<file path="config.mk">
export PLATFORM = sky130hd
export DESIGN_NAME = csa_post
export DESIGN_NICKNAME = d
export VERILOG_FILES = /design/src/rtl/csa_pkg.sv /design/src/rtl/csa_post.sv
export SDC_FILE = /design/constraint.sdc
export NUM_CORES = 1
export LEC_CHECK = 0
export ABC_CLOCK_PERIOD_IN_PS = 3450
export BUFFER_PORTS_ARGS = -buffer_cell sky130_fd_sc_hd__buf_2
export CORE_UTILIZATION = 41
export CTS_BUF_LIST = sky130_fd_sc_hd__clkbuf_8
export DETAILED_ROUTE_END_ITERATION = 8
export PLACE_DENSITY = 0.83
export SKIP_CTS_REPAIR_TIMING = 1
export SYNTH_ARGS = -nofsm -noshare
export SYNTH_HDL_FRONTEND = slang
export SYNTH_SLANG_ARGS = --single-unit
</file>
<file path="constraint.sdc">
create_clock -name aclk -period 3.45 [get_ports aclk]
set_clock_uncertainty 0.15 [all_clocks]
set_input_delay 0.69 -clock aclk [delete_from_list [all_inputs] [get_ports aclk]]
set_output_delay 0.69 -clock aclk [all_outputs]
set_load 0.1 [all_outputs]
</file>
<file path="src/rtl/csa_pkg.sv">
// Shared constants, arctangent table and stage types for the CORDIC core.
`timescale 1ns / 1ps

package csa_pkg;

    localparam int ITERATIONS   = 24;
    localparam int ATAN_ENTRIES = 31;
    localparam int N_ITER       = (ITERATIONS > ATAN_ENTRIES) ? ATAN_ENTRIES : ITERATIONS;

    // datapath widths: x/y carry CORDIC gain and sqrt(2) growth, z holds a turn plus margin
    localparam int XW = 36;
    localparam int ZW = 34;

    localparam logic [31:0] CORDIC_K     = 32'd1304065748;
    localparam logic [31:0] QUARTER_TURN = 32'h4000_0000;
    localparam logic [31:0] HALF_TURN    = 32'h8000_0000;

    localparam logic [31:0] ATAN_TAB [ATAN_ENTRIES] = '{
        32'h20000000, 32'h12E4051E, 32'h09FB385B, 32'h051111D4, 32'h028B0D43,
        32'h0145D7E1, 32'h00A2F61E, 32'h00517C55, 32'h0028BE53, 32'h00145F2F,
        32'h000A2F98, 32'h000517CC, 32'h00028BE6, 32'h000145F3, 32'h0000A2FA,
        32'h0000517D, 32'h000028BE, 32'h0000145F, 32'h00000A30, 32'h00000518,
        32'h0000028C, 32'h00000146, 32'h000000A3, 32'h00000051, 32'h00000029,
        32'h00000014, 32'h0000000A, 32'h00000005, 32'h00000003, 32'h00000001,
        32'h00000001
    };

    typedef struct packed {
        logic                 op;    // 0: sin/cos, 1: phase
        logic                 neg;   // sin/cos angle was turned by half a turn
        logic                 zero;  // phase of the zero vector
        logic signed [XW-1:0] x;
        logic signed [XW-1:0] y;
        logic signed [ZW-1:0] z;
    } stage_t;

    typedef struct packed {
        logic [31:0] cos_out;
        logic [31:0] sin_out;
        logic [31:0] phase_out;
    } res_t;

endpackage

</file>
<file path="src/rtl/csa_post.sv">
// Result stage: undo the half-turn reduction, saturate to q1.31, select phase.
`timescale 1ns / 1ps

module csa_post (
    input  logic             aclk,
    input  logic             aresetn,
    input  logic             ce,
    input  logic             in_valid,
    input  csa_pkg::stage_t  in_data,
    output logic             out_valid,
    output csa_pkg::res_t    out_data
);

    localparam int XW = csa_pkg::XW;

    logic          v_reg;
    csa_pkg::res_t r_reg, r_next;

    function automatic logic [31:0] sat32(input logic signed [XW-1:0] v);
        // in range when every bit above bit 30 matches the sign
        if (!v[XW-1] && v[XW-2:31] != '0) begin
            return 32'h7FFF_FFFF;
        end else if (v[XW-1] && v[XW-2:31] != '1) begin
            return 32'h8000_0000;
        end else begin
            return v[31:0];
        end
    endfunction

    always_comb begin
        logic signed [XW-1:0] xc, yc;
        xc = in_data.neg ? -in_data.x : in_data.x;
        yc = in_data.neg ? -in_data.y : in_data.y;
        if (in_data.op) begin
            r_next.cos_out   = '0;
            r_next.sin_out   = '0;
            r_next.phase_out = in_data.zero ? '0 : in_data.z[31:0];
        end else begin
            r_next.cos_out   = sat32(xc);
            r_next.sin_out   = sat32(yc);
            r_next.phase_out = '0;
        end
    end

    always_ff @(posedge aclk) begin
        if (!aresetn) begin
            v_reg <= 1'b0;
        end else if (ce) begin
            v_reg <= in_valid;
        end
    end

    always_ff @(posedge aclk) begin
        if (ce) begin
            r_reg <= r_next;
        end
    end

    assign out_valid = v_reg;
    assign out_data  = r_reg;

endmodule

</file>
Word-level counts from Yosys, hierarchy flattened:

Cells that the tools add are included.

* add/sub/neg operators: 2
* $mul: 0
* div/mod/pow operators: 0
* order comparisons: 0
* equal/unequal tests: 2
* shifts and indexed selects: 0
* multiplexer cells: 6
* bitwise gates (word level): 1
* reduce and logical (&&, ||, !) cells: 11

Operators with widths (count)
* $mux 36: 2
* $neg 36->36: 2
* $mux 32: 2
* $mux 31: 2
* $ne 4x4->1 const B: 2
* $reduce_bool 4->1: 2
* $reduce_or 2->1: 3
* $logic_and 1x1->1: 4
* $logic_not 1->1: 2
* $not 1->1: 1

* register bits after elaboration: 97
* bits in latches: 0
* bits in writable memories: 0
* ROM bits: 0
* bits of input ports: 113
* output and inout port bits: 97
* word-level logic and storage cells: 28
* memories: 0

Longest topological paths before layout:

* depth in word-level cells: 6
* mapped depth: 10
* gate-level depth less buffers: 9

Worst setup path after synthesis:

Ideal clock, no wire load.

* kind: in2reg
* from: input in_data[70] (netlist name)
* to: register r_reg, in the netlist out_data[74] (data pin)
* setup time: 0.278 ns
* arrival: 3.182 ns
* required time: 3.022 ns
* setup slack: -0.159 ns
* stages on the path: 10
* buffers on the path: 1
* cells stage by stage: inv_1 > ha_1 > or3b_2 > or3b_2 > nor4_4 > a21oi_1 > o32a_1 > o311ai_4 > buf_6 > o31ai_2

* cells in the longest elaborated chain, start to end: 6
* elaborated cells on any way between the ends: 9
* those cells by class: 1 x add/sub; 1 x eq/ne; 3 x mux; 4 x reduce/logical

Ends and longest elaborated chain
* start, declared: line csa_post.sv:9 `input csa_pkg::stage_t in_data,`
* $neg 36->36 *: line csa_post.sv:32 `xc = in_data.neg ? -in_data.x : in_data.x;`
* $mux 36 *: line csa_post.sv:32
* $ne 4x4->1: line csa_post.sv:23 `end else if (v[XW-1] && v[XW-2:31] != '1) begin`
* $logic_and 1x1->1: line csa_post.sv:23
* $mux 32: line csa_post.sv:23
* $mux 31 *: line csa_post.sv:21 `if (!v[XW-1] && v[XW-2:31] != '0) begin`
* end signal, assigned: line csa_post.sv:55 `r_reg <= r_next;`
* end, declared: line csa_post.sv:17 `csa_pkg::res_t r_reg, r_next;`

Every way passes the cells marked *; elsewhere a longest branch is shown, timed or not.
A chain may end at the register's enable or synchronous reset.

Worst setup path after layout:

* from: input in_data[74] (netlist name)
* to: register r_reg, in the netlist out_data[85] (data pin)

Same word-level chain as after synthesis.

==> summary.txt <==
Run status
  • Status: finished, violations left
  • Failing checks: negative setup slack

Die
  • Core Rows: 42
  • Core Area: between 10000 and 15000 sq um
  • Die area: about 14000 sq um
  • Starting density of the core: roughly 42%
  • Die Span Y: 118.6 um
  • Horiz. Die Dim: approximately 120 um
  • IO Pins: 210

Clock tree
  • CTS H-tree depth: 3
  • CTS Root Buffer Type: clkbuf_8
  • Clk Latency, worst-skew pair: about 360 ps
  • Clock Pin Slew Worst Setup and Hold Paths: around 100 ps
  • CTS buffer count: 9
  • CTS tree: yes
  • Clock sink count: a little under 100
  • Maximum buffer depth of the clock tree: 2

Finish
  • Most common cell after layout, fill and taps aside: buf_2
  • Nets: 848
  • Layout cell share with drive strength beyond 1: 48.51%
  • Area Growth Syn to Fin: 37.73%
  • Fin area: about 7700 sq um
  • Leading cell types in the layout, fill and taps excluded: buf_2, edfxtp_1, buf_4, xor2_1, o21ai_0

Routing
  • Initial drt markers: ~500
  • Vias per std cell: between 5 and 6
  • Drt first pass iters: 5
  • Drt total wl: between 15000 and 20000 um
  • Post-route ant nets: 0
  • Drt wl/cell: 17.30 um
  • Via count: ~5k
  • Drt drc: 0

Setup path
  • CP required: 3410 ps
  • Worst Setup End Kind: flop
  • CP arrival: roughly 3400 ps
  • Critical Path Source Type: primary input
  • Crit Path Category: primary input to flop
  • Crit path max fanout: 8

STA
  • WHS: 387.1 ps
  • Tcrit/Tclk final: 100.4%
  • Least-Margin Pin Slew: roughly 670 ps
  • Setup-violating endpoint count in the final report: 5
  • Max Transition Viols Final: 0
  • Unrepaired setup endpoints after global routing: yes
  • Minimum clock period after layout: approximately 3500 ps
  • Final Hold Viols: 0
  • F_max: just under 300 MHz
  • Slew headroom: a little under three fifths
  • Worst setup margin: -12.09 ps

Yosys
  • Post-synth EDFFs: 96
  • Post-Syn Nets: roughly 580
  • Sequential share of the synthesized area: between 50% and 60%
  • Synth Register Bits: a little under 100
  • Async S/R FF share, synth: 0%
  • Mapped Area: 5572 sq um
  • Ys Warns: 0
  • Cells after Synth: ~460
  • Post-Syn Area per Cell: 12.01 sq um
  • Ys flop type: edfxtp_1
  • Library cells used by synthesis: between 40 and 50

Pwr
  • Clk pwr share: a little under a quarter
  • Power density over the cells: 492.6 nW/um^2
  • Gate power share: between 30% and 40%
  • IR drop worst, VDD: ~0.21 mV
  • NetSw: roughly 1600 uW
  • Switch share: roughly two fifths
  • Pint: roughly 2200 uW
  • Total power draw: ~3800 uW
  • Sequential share of power: about two fifths
  • Pleak: roughly 0.0032 uW

Global route
  • Vias in the first global route: around 4.8k
  • GRT Total Usage: 21.67%
  • Global-route wire length before repair: roughly 24000 um
  • Largest net degree at the start of global routing: between 50 and 60
  • Initial antenna violation count: 4
  • Grt ovf: 0

Placed design
  • Dpl ws: -339.7 ps
  • GP Congestion: around 0.85
  • DP HPWL: 11480 um
  • DP Area: between 7000 and 8000 sq um
  • # port buffers: between 200 and 250

Hold path
  • Worst hold path type: primary input to flop

Flow run
  • MaxCap Viol Count: 0
## kinds of logic (layout without fill, tap and decap cells)
kind of cell               Yosys count  after routing  synth area share (%)
and+or+nand+nor                    131            131                 14.28
AOI/OAI and AO/OA                  126            126                 18.59
DFF                                 97             97                 52.10
xor gates and xnor gates            64             64                 10.33
buffers and inverters               40            314                 3.526
muxes                                4              4                0.7186
adders and majority gates            2              2                0.4491
other                                0              1                     0
## routing by layer
layer	GRT usage [%]	share of wire (%)	up-vias
met3	6.129	8.2	41
met5	0	0.16	-
met4	10.60	3.2	4
li1	-	-	2315
met2	36.62	49	237
met1	25.16	39	2384
## final cells by class
class	instances	area, sq um
Inverter	8	30.03
Multi-Input combinational cell	327	2526
Sequential cell	97	2903
Fill cell	1114	5569
Clock buffer	9	123.9
Tap cell	176	220.2
Clock inverter	7	116.4
Timing Repair Buffer	290	1752
Antenna cell	1	2.502
## registers in the layout, summed over array words and instances (netlist names)
| name | count |
|---|---|
| out_data | 96 |
| out_valid | 1 |
## cell usage after synthesis, drive strengths merged, types with 5 or more instances
master | instances | area share, %
xnor2 | 10 | 1.7
inv | 8 | 0.54
nand2 | 17 | 1.1
buf | 8 | 1.4
and2 | 32 | 3.6
xor2 | 54 | 8.6
o41ai | 12 | 1.9
nor3 | 5 | 0.45
or3 | 13 | 1.5
edfxtp | 96 | 52
clkbuf | 24 | 1.6
or4 | 17 | 2.5
nor2 | 16 | 1.1
o31ai | 53 | 10
nor4 | 8 | 1.2
o21ai | 48 | 4.4
## through the flow
| stage | TNS (ps) | cells | util (%) |
|---|---|---|---|
| floorplan | -2262 | 464 | - |
| global placement | -12110 | 891 | 54.99 |
| detailed placement | -15730 | 891 | 54.99 |
| CTS | 0 | 907 | 56.80 |
| global route | -1117 | 914 | 57.93 |
| finish | -19.19 | 915 | 57.95 |
## power by group through the flow
stage	logic (uW)	clock network (uW)	registers, uW
after CTS	1400	906	1460
final	1430	888	1460
after detailed placement	1400	0	1490
after floorplan	255	0	2310
after global routing	1480	938	1470
after global placement	1380	0	1480
## worst paths after layout
| check | start | depth (start not counted) | end | slack [ps] |
|---|---|---|---|---|
| max | in_data[74] | 10 | out_data[85]$_SDFFCE_PP0P_ | -10 |
| max reg2reg | out_valid$_SDFFE_PN0P_ | 2 | out_valid$_SDFFE_PN0P_ | 2690 |
| min reg2reg | out_valid$_SDFFE_PN0P_ | 2 | out_valid$_SDFFE_PN0P_ | 400 |
| min | aresetn | 2 | out_valid$_SDFFE_PN0P_ | 390 |
## worst max-delay path, stage by stage
cell	delay, ps
buf_6	100
or4_4	560
or4_4	470
nor4_4	340
a21oi_1	100
o32a_1	400
o311ai_4	350
buf_6	170
clkbuf_16	160
o31ai_2	80
No activity file was read; power rests on OpenSTA's default activity.
