$ cat config.mk
export PLATFORM = sky130hd
export DESIGN_NAME = csa_prep
export DESIGN_NICKNAME = d
export VERILOG_FILES = /design/src/rtl/csa_pkg.sv /design/src/rtl/csa_prep.sv
export SDC_FILE = /design/constraint.sdc
export NUM_CORES = 1
export LEC_CHECK = 0
export BUFFER_PORTS_ARGS = -buffer_cell sky130_fd_sc_hd__buf_2
export CAP_MARGIN = 10
export CORE_UTILIZATION = 42
export DETAILED_ROUTE_END_ITERATION = 6
export HOLD_SLACK_MARGIN = 0.08
export PLACE_DENSITY_LB_ADDON = 0.15
export SLEW_MARGIN = 20
export SYNTH_ARGS = -nofsm -noshare
export SYNTH_HDL_FRONTEND = slang
export SYNTH_SLANG_ARGS = --single-unit
$ cat constraint.sdc
create_clock -name aclk -period 8.7 [get_ports aclk]
set_input_delay 0 -clock aclk [delete_from_list [all_inputs] [get_ports aclk]]
set_output_delay 0 -clock aclk [all_outputs]
set_load 0.05 [all_outputs]
$ cat src/rtl/csa_pkg.sv
// Shared constants, arctangent table and stage types for the CORDIC core.
`timescale 1ns / 1ps

package csa_pkg;

    localparam int ITERATIONS   = 24;
    localparam int ATAN_ENTRIES = 31;
    localparam int N_ITER       = (ITERATIONS > ATAN_ENTRIES) ? ATAN_ENTRIES : ITERATIONS;

    // datapath widths: x/y carry CORDIC gain and sqrt(2) growth, z holds a turn plus margin
    localparam int XW = 36;
    localparam int ZW = 34;

    localparam logic [31:0] CORDIC_K     = 32'd1304065748;
    localparam logic [31:0] QUARTER_TURN = 32'h4000_0000;
    localparam logic [31:0] HALF_TURN    = 32'h8000_0000;

    localparam logic [31:0] ATAN_TAB [ATAN_ENTRIES] = '{
        32'h20000000, 32'h12E4051E, 32'h09FB385B, 32'h051111D4, 32'h028B0D43,
        32'h0145D7E1, 32'h00A2F61E, 32'h00517C55, 32'h0028BE53, 32'h00145F2F,
        32'h000A2F98, 32'h000517CC, 32'h00028BE6, 32'h000145F3, 32'h0000A2FA,
        32'h0000517D, 32'h000028BE, 32'h0000145F, 32'h00000A30, 32'h00000518,
        32'h0000028C, 32'h00000146, 32'h000000A3, 32'h00000051, 32'h00000029,
        32'h00000014, 32'h0000000A, 32'h00000005, 32'h00000003, 32'h00000001,
        32'h00000001
    };

    typedef struct packed {
        logic                 op;    // 0: sin/cos, 1: phase
        logic                 neg;   // sin/cos angle was turned by half a turn
        logic                 zero;  // phase of the zero vector
        logic signed [XW-1:0] x;
        logic signed [XW-1:0] y;
        logic signed [ZW-1:0] z;
    } stage_t;

    typedef struct packed {
        logic [31:0] cos_out;
        logic [31:0] sin_out;
        logic [31:0] phase_out;
    } res_t;

endpackage

$ cat src/rtl/csa_prep.sv
// Input register, quadrant reduction, vector normalization and left half plane pre-rotation.
`timescale 1ns / 1ps

module csa_prep (
    input  logic                 aclk,
    input  logic                 aresetn,
    input  logic                 ce,
    input  logic                 in_valid,
    input  logic                 op,
    input  logic [31:0]          angle,
    input  logic signed [31:0]   x_in,
    input  logic signed [31:0]   y_in,
    output logic                 out_valid,
    output csa_pkg::stage_t      out_data
);

    localparam int XW = csa_pkg::XW;
    localparam int ZW = csa_pkg::ZW;

    logic [3:0]       v_reg;
    csa_pkg::stage_t  d1_reg, d2_reg, d3_reg, d4_reg;
    csa_pkg::stage_t  d1_next, d2_next, d3_next, d4_next;
    logic [31:0]      m1_reg, m2_reg;
    logic [31:0]      m1_next, m2_next;

    // stage 1: reduction for sin/cos, magnitude and zero test for phase
    always_comb begin
        logic [31:0]        ang_r;
        logic signed [32:0] xs, ys, ax, ay;
        logic               neg;
        neg   = (angle[31:30] == 2'b01) || (angle[31:30] == 2'b10);
        ang_r = neg ? {~angle[31], angle[30:0]} : angle;
        xs    = {x_in[31], x_in};
        ys    = {y_in[31], y_in};
        ax    = xs[32] ? -xs : xs;
        ay    = ys[32] ? -ys : ys;
        m1_next = (ax > ay) ? ax[31:0] : ay[31:0];
        d1_next.op   = op;
        d1_next.neg  = !op && neg;
        d1_next.zero = op && (x_in == '0) && (y_in == '0);
        if (op) begin
            d1_next.x = {{(XW-32){x_in[31]}}, x_in};
            d1_next.y = {{(XW-32){y_in[31]}}, y_in};
            d1_next.z = '0;
        end else begin
            d1_next.x = {{(XW-32){1'b0}}, csa_pkg::CORDIC_K};
            d1_next.y = '0;
            d1_next.z = {{(ZW-32){ang_r[31]}}, ang_r};
        end
    end

    // stage 2: normalize by 16 and 8
    always_comb begin
        logic [31:0] m;
        d2_next = d1_reg;
        m       = m1_reg;
        if (d1_reg.op && m[31:15] == '0) begin
            m         = m << 16;
            d2_next.x = d2_next.x <<< 16;
            d2_next.y = d2_next.y <<< 16;
        end
        if (d1_reg.op && m[31:23] == '0) begin
            m         = m << 8;
            d2_next.x = d2_next.x <<< 8;
            d2_next.y = d2_next.y <<< 8;
        end
        m2_next = m;
    end

    // stage 3: normalize by 4, 2 and 1 until the larger magnitude reaches 2^30
    always_comb begin
        logic [31:0] m;
        d3_next = d2_reg;
        m       = m2_reg;
        if (d2_reg.op && m[31:27] == '0) begin
            m         = m << 4;
            d3_next.x = d3_next.x <<< 4;
            d3_next.y = d3_next.y <<< 4;
        end
        if (d2_reg.op && m[31:29] == '0) begin
            m         = m << 2;
            d3_next.x = d3_next.x <<< 2;
            d3_next.y = d3_next.y <<< 2;
        end
        if (d2_reg.op && m[31:30] == '0) begin
            d3_next.x = d3_next.x <<< 1;
            d3_next.y = d3_next.y <<< 1;
        end
    end

    // stage 4: quarter-turn pre-rotation of left half plane vectors
    always_comb begin
        d4_next = d3_reg;
        if (d3_reg.op && d3_reg.x[XW-1]) begin
            if (!d3_reg.y[XW-1]) begin
                d4_next.x = d3_reg.y;
                d4_next.y = -d3_reg.x;
                d4_next.z = {{(ZW-32){1'b0}}, csa_pkg::QUARTER_TURN};
            end else begin
                d4_next.x = -d3_reg.y;
                d4_next.y = d3_reg.x;
                d4_next.z = -{{(ZW-32){1'b0}}, csa_pkg::QUARTER_TURN};
            end
        end
    end

    always_ff @(posedge aclk) begin
        if (!aresetn) begin
            v_reg <= '0;
        end else if (ce) begin
            v_reg <= {v_reg[2:0], in_valid};
        end
    end

    always_ff @(posedge aclk) begin
        if (ce) begin
            d1_reg <= d1_next;
            d2_reg <= d2_next;
            d3_reg <= d3_next;
            d4_reg <= d4_next;
            m1_reg <= m1_next;
            m2_reg <= m2_next;
        end
    end

    assign out_valid = v_reg[3];
    assign out_data  = d4_reg;

endmodule

---- Word level (Yosys, flattened, before mapping) ----
Cells that the tools add are included.
storage, ports and cells
  register bits after elaboration ......... 490
  input port bits ......................... 101
  output and inout bits ................... 110
  logic and storage cells ................. 73
operators by class
  $add $sub $neg .......................... 4
  $lt $le $gt $ge ......................... 1
  equality and inequality tests ........... 2
  multiplexer cells ....................... 15
  bitwise operators ....................... 1
  reduce and logical (&&, ||, !) cells .... 18
operator list
  cell                  count
  $mux W72              5
  $mux W106             2
  $mux W32              6
  $neg A36 Y36          2
  $mux W33              2
  $neg A32 Y33          2
  $logic_not A32 Y1     2
  $gt A33 B33 Y1        1
  $logic_not A17 Y1     1
  $logic_and A1 B1 Y1   9
  $logic_not A9 Y1      1
  $logic_not A5 Y1      1
  $logic_not A3 Y1      1
  $eq A2 B1 Y1 const B  1
  $eq A2 B2 Y1 const B  1
  $logic_not A2 Y1      1
  $logic_not A1 Y1      1
  $logic_or A1 B1 Y1    1
  $not A1 Y1            1

---- Depth between registers and ports, before layout ----
  word-level depth ........................ 9
  gate-level depth with buffers ........... 15
  depth with buffers taken out ............ 14

---- Least setup slack after synthesis ----
Ideal clock, no wire load.
  kind .................................... input to register
  start ................................... input y_in[0]
  end ..................................... register m1_reg[1], data pin
  library setup time ...................... 0.265 ns
  arrival ................................. 3.723 ns
  path slack .............................. 4.712 ns
  cell stages on the path ................. 15
  path buffers ............................ 1
  cell sequence ........................... inv_1 > ha_1 > or3b_1 > or4_1 > or3_1 > o21ai_0 > xor2_1 > ha_1 > nand4_1 > nor4_1 > and2_1 > a31oi_1 > a211oi_1 > buf_2 > mux2i_1
on the way
  cells in the longest elaborated chain, start to end .. 4
RTL lines
  element                 RTL line         RTL
  start: declaration      csa_prep.sv:12   input logic signed [31:0] y_in,
  $neg A32 Y33            csa_prep.sv:36   ay = ys[32] ? -ys : ys;
  $mux W33 (*)            csa_prep.sv:36
  $gt A33 B33 Y1          csa_prep.sv:37   m1_next = (ax > ay) ? ax[31:0] : ay[31:0];
  $mux W32 (*)            csa_prep.sv:37
  net m1_next[1]          csa_prep.sv:24   logic [31:0] m1_next, m2_next;
  end signal: assignment  csa_prep.sv:121  m1_reg <= m1_next;
  end: declaration        csa_prep.sv:23   logic [31:0] m1_reg, m2_reg;
Mark *: on every way through the listed nets, which the timed path passes. The rest lies on a longest branch.
A chain may end at the register's enable or synchronous reset.

---- Final worst setup path ----
  start ................................... input y_in[0]
  end ..................................... register m1_reg[2], data pin
The elaborated chain is that of the path after synthesis.

==> impl_metrics.toml <==
[placement]
gp_congestion = 0.892
io_buffers = 210
place_hpwl_mm = 42.1

[power]
power_density_nw_per_um2 = 204
peakVddDrop_uv = 126
power.leakage_nw = 10.5
fin_total_pwr_mw = 5.69

[die]
coreArea_sq_um = 55100
die_x_um = 238
fp.dieH_um = 238
num_rows = 86
ios = 211
initial_core_util_pct = 42.5
die_area_sq_um = 56700

[clock_network]
max-clock-path-buffers = 3
clock_latency_ns = 0.59
clkSlewWorstSetupHoldPaths_ns = 0.06
cts_made_buffers = 48
root_buffer = "clkbuf_16"
post_cts_resized = 0
cts_max_level = 2
hold_buffers = 126
postCtsSetupRepairBufs = 0
cts_sinks = 464
cts_tree = "yes"

[global_route]
grt_pass1_vias = 15000
grt.total_usage_pct = 20.3
grt_pass1_wl_mm = 88.2
grt_max_degree = 179
antenna_found_initial = 0
grt-ovfl-total = 0

[min_path]
hp-class = "in -> reg"
min_to = "d1_reg[65]$_SDFFCE_PN0P_"
min_delay_path_depth = 2
hold_start = "y_in[31]"

[timing]
finalMaxSlewViolations = 0
hold_violations = 0
skew_ns = 0.0161
fin_crit_sh_pct = 59.7
post-route-min-period_ns = 5.19
rsz0062_at_grt = "no"
slew_headroom_pct = 23.1
finalSetupTns_ns = 0
final-setup-viol-count = 0
tightest_slew_ns = 1.15
fmax_ghz = 0.193

[synthesis]
synth_area_leaders = "edfxtp_1 59%, mux2i_1 6.9%, nand2_1 3.4%"
syn-cell-area_sq_um = 23400
synth_top_area_share_pct = 59.0
ys_dominant_reg_cell = "edfxtp_1"
synth_most_common_cell = "edfxtp_1"
synth_edf_count = 460
synthTopCellsByCount = "460 x edfxtp_1, 213 x nand2_1, 162 x mux2i_1"
yosys.area.top_type = "edfxtp_1"
synth-seq-cells = 464
ys_types = 66
synthCells = 1913
yosysWarnings = 0
synth_nets = 2051
syn_area_per_cell_sq_um = 12.2
yosysSeqAreaShare_pct = 59.4
synthArstFlopShare_pct = 0

[critical_path]
cp_cell_sequence = "dlygate4sd3_1 > buf_2 > inv_1 > ha_1 > or3b_1 > or4_1 > or3_1 > o21ai_0 > xor2_1 > ha_1 > nand4_1 > nor4_1 > and2_1 > a31oi_1 > a211oi_4 > buf_4 > mux2_2"
worstReg2RegStart = "d2_reg[108]$_DFFE_PP_"
r2r_slack_ns = 4.71
start_kind = "primary input"
crit_arrival_ns = 5.53
path_class = "in -> reg"
critPathMaxFanout = 23
r2r-end = "d3_reg[103]$_DFFE_PP_"
critPathRequiredTime_ns = 9.04
crit_path_end_kind = "flip-flop"
critPathMostFrequentCell = "ha_1"
crit_slowest_cell = "a211oi_4"
reg2reg_depth = 7
slowest_delay_ns = 0.71

[layout]
nFillCells = 4937
multi_input_area_sq_um = 8940
postLayoutCoreUtil_pct = 50.7
nNetsFinal = 2348
diodes = 0
drive_gt1_share_pct = 17.3
register_area_sq_um = 13900
syn2layout_area_growth_pct = 19.3

[detailed_routing]
drt_iter0_drc = 1347
drt-total-wl_mm = 58.3
drt-pass1-iter-count = 5
wire_per_inst_um = 19.5
num_vias = 15500
post-route-drc-count = 0
viasPerCell = 5.16
antenna_left = 0

[status]
status = "complete, no violations"

[job]
cap_violations = 0
[critical path, delay by kind of cell]
| kind | cells | cell delay (ns) |
|---|---|---|
| muxes | 1 | 0.39 |
| and+or+nand+nor | 6 | 2.17 |
| xor gates and xnor gates | 1 | 0.12 |
| AOI/OAI and AO/OA | 3 | 1.07 |
| adders and majority gates | 2 | 0.49 |
| buffers and inverters | 4 | 1.29 |
[per-layer routing]
metal / GRT usage (%) / up-vias / part of all wire (%)
li1: - / 7647 / -
met3: 2.23 / 85 / 4.1
met4: 7.65 / 0 / 3.1
met2: 33.3 / 428 / 47
met5: 0 / - / 0
met1: 27.7 / 7294 / 46
[metrics by stage]
stage	cell area, sq um	cells	setup WS (ns)	hold slack [ns]
2_1_floorplan	23400	1913	4.71	0.0989
3_3_place_gp	25200	2782	3.58	0.256
3_5_place_dp	25200	2782	3.45	0.262
4_1_cts	27900	2996	3.53	0.135
5_1_grt	27900	2996	3.18	0.176
6_report	27900	2996	3.51	0.178
[report_power, final]
part	internal, mW	switching (mW)	total, mW
logic	0.323	0.555	0.877
registers	2.71	0.133	2.84
clock network	1.10	0.866	1.97
total	4.13	1.55	5.69
[cell families after synthesis]
kind of cell | synth area share [%]
other cells | 0.0321
mux | 9.72
simple gates | 12.8
fa+ha+maj | 1.98
buf+inv | 2.68
xor+xnor | 4.71
compound gates | 8.76
flops | 59.4
[how the worst max path moves through the flow]
stage	startpoint	slack, ns	depth (start not counted)	endpoint
after CTS	y_in[0]	3.53	17	m1_reg[2]$_DFFE_PP_
after global placement	y_in[0]	3.58	16	m1_reg[2]$_DFFE_PP_
after detailed placement	y_in[0]	3.45	16	m1_reg[2]$_DFFE_PP_
final	y_in[0]	3.51	17	m1_reg[2]$_DFFE_PP_
after floorplan	y_in[0]	4.71	15	m1_reg[1]$_DFFE_PP_
after global routing	x_in[8]	3.18	15	m1_reg[2]$_DFFE_PP_
[placed cells by master, fill, tap and decap left out, drive strengths merged, types with 25 or more instances in the layout]
master / netlist / final
xnor2: 43 / 43
or4: 26 / 26
o31ai: 25 / 25
mux2i: 162 / 162
xor2: 82 / 82
nand2: 213 / 213
inv: 51 / 56
dlygate4sd3: 0 / 126
nor2: 70 / 70
buf: 22 / 228
clkbuf: 85 / 51
clkinv: 0 / 28
ha: 37 / 37
o21ai: 140 / 140
mux2: 58 / 58
nor3: 25 / 25
and2: 110 / 110
a21oi: 57 / 57
nor2b: 43 / 43
edfxtp: 460 / 460
[layout make-up]
class                   instances  area share [%]
clock buffers                  51            4.34
clock inverters                37            1.00
flip-flops and latches        464            49.8
well taps                     748            3.35
repair buffers                354            8.85
multi-input cells            1291            32.0
inverters                      51           0.686
Note: power is estimated with default switching activity, not from simulation.
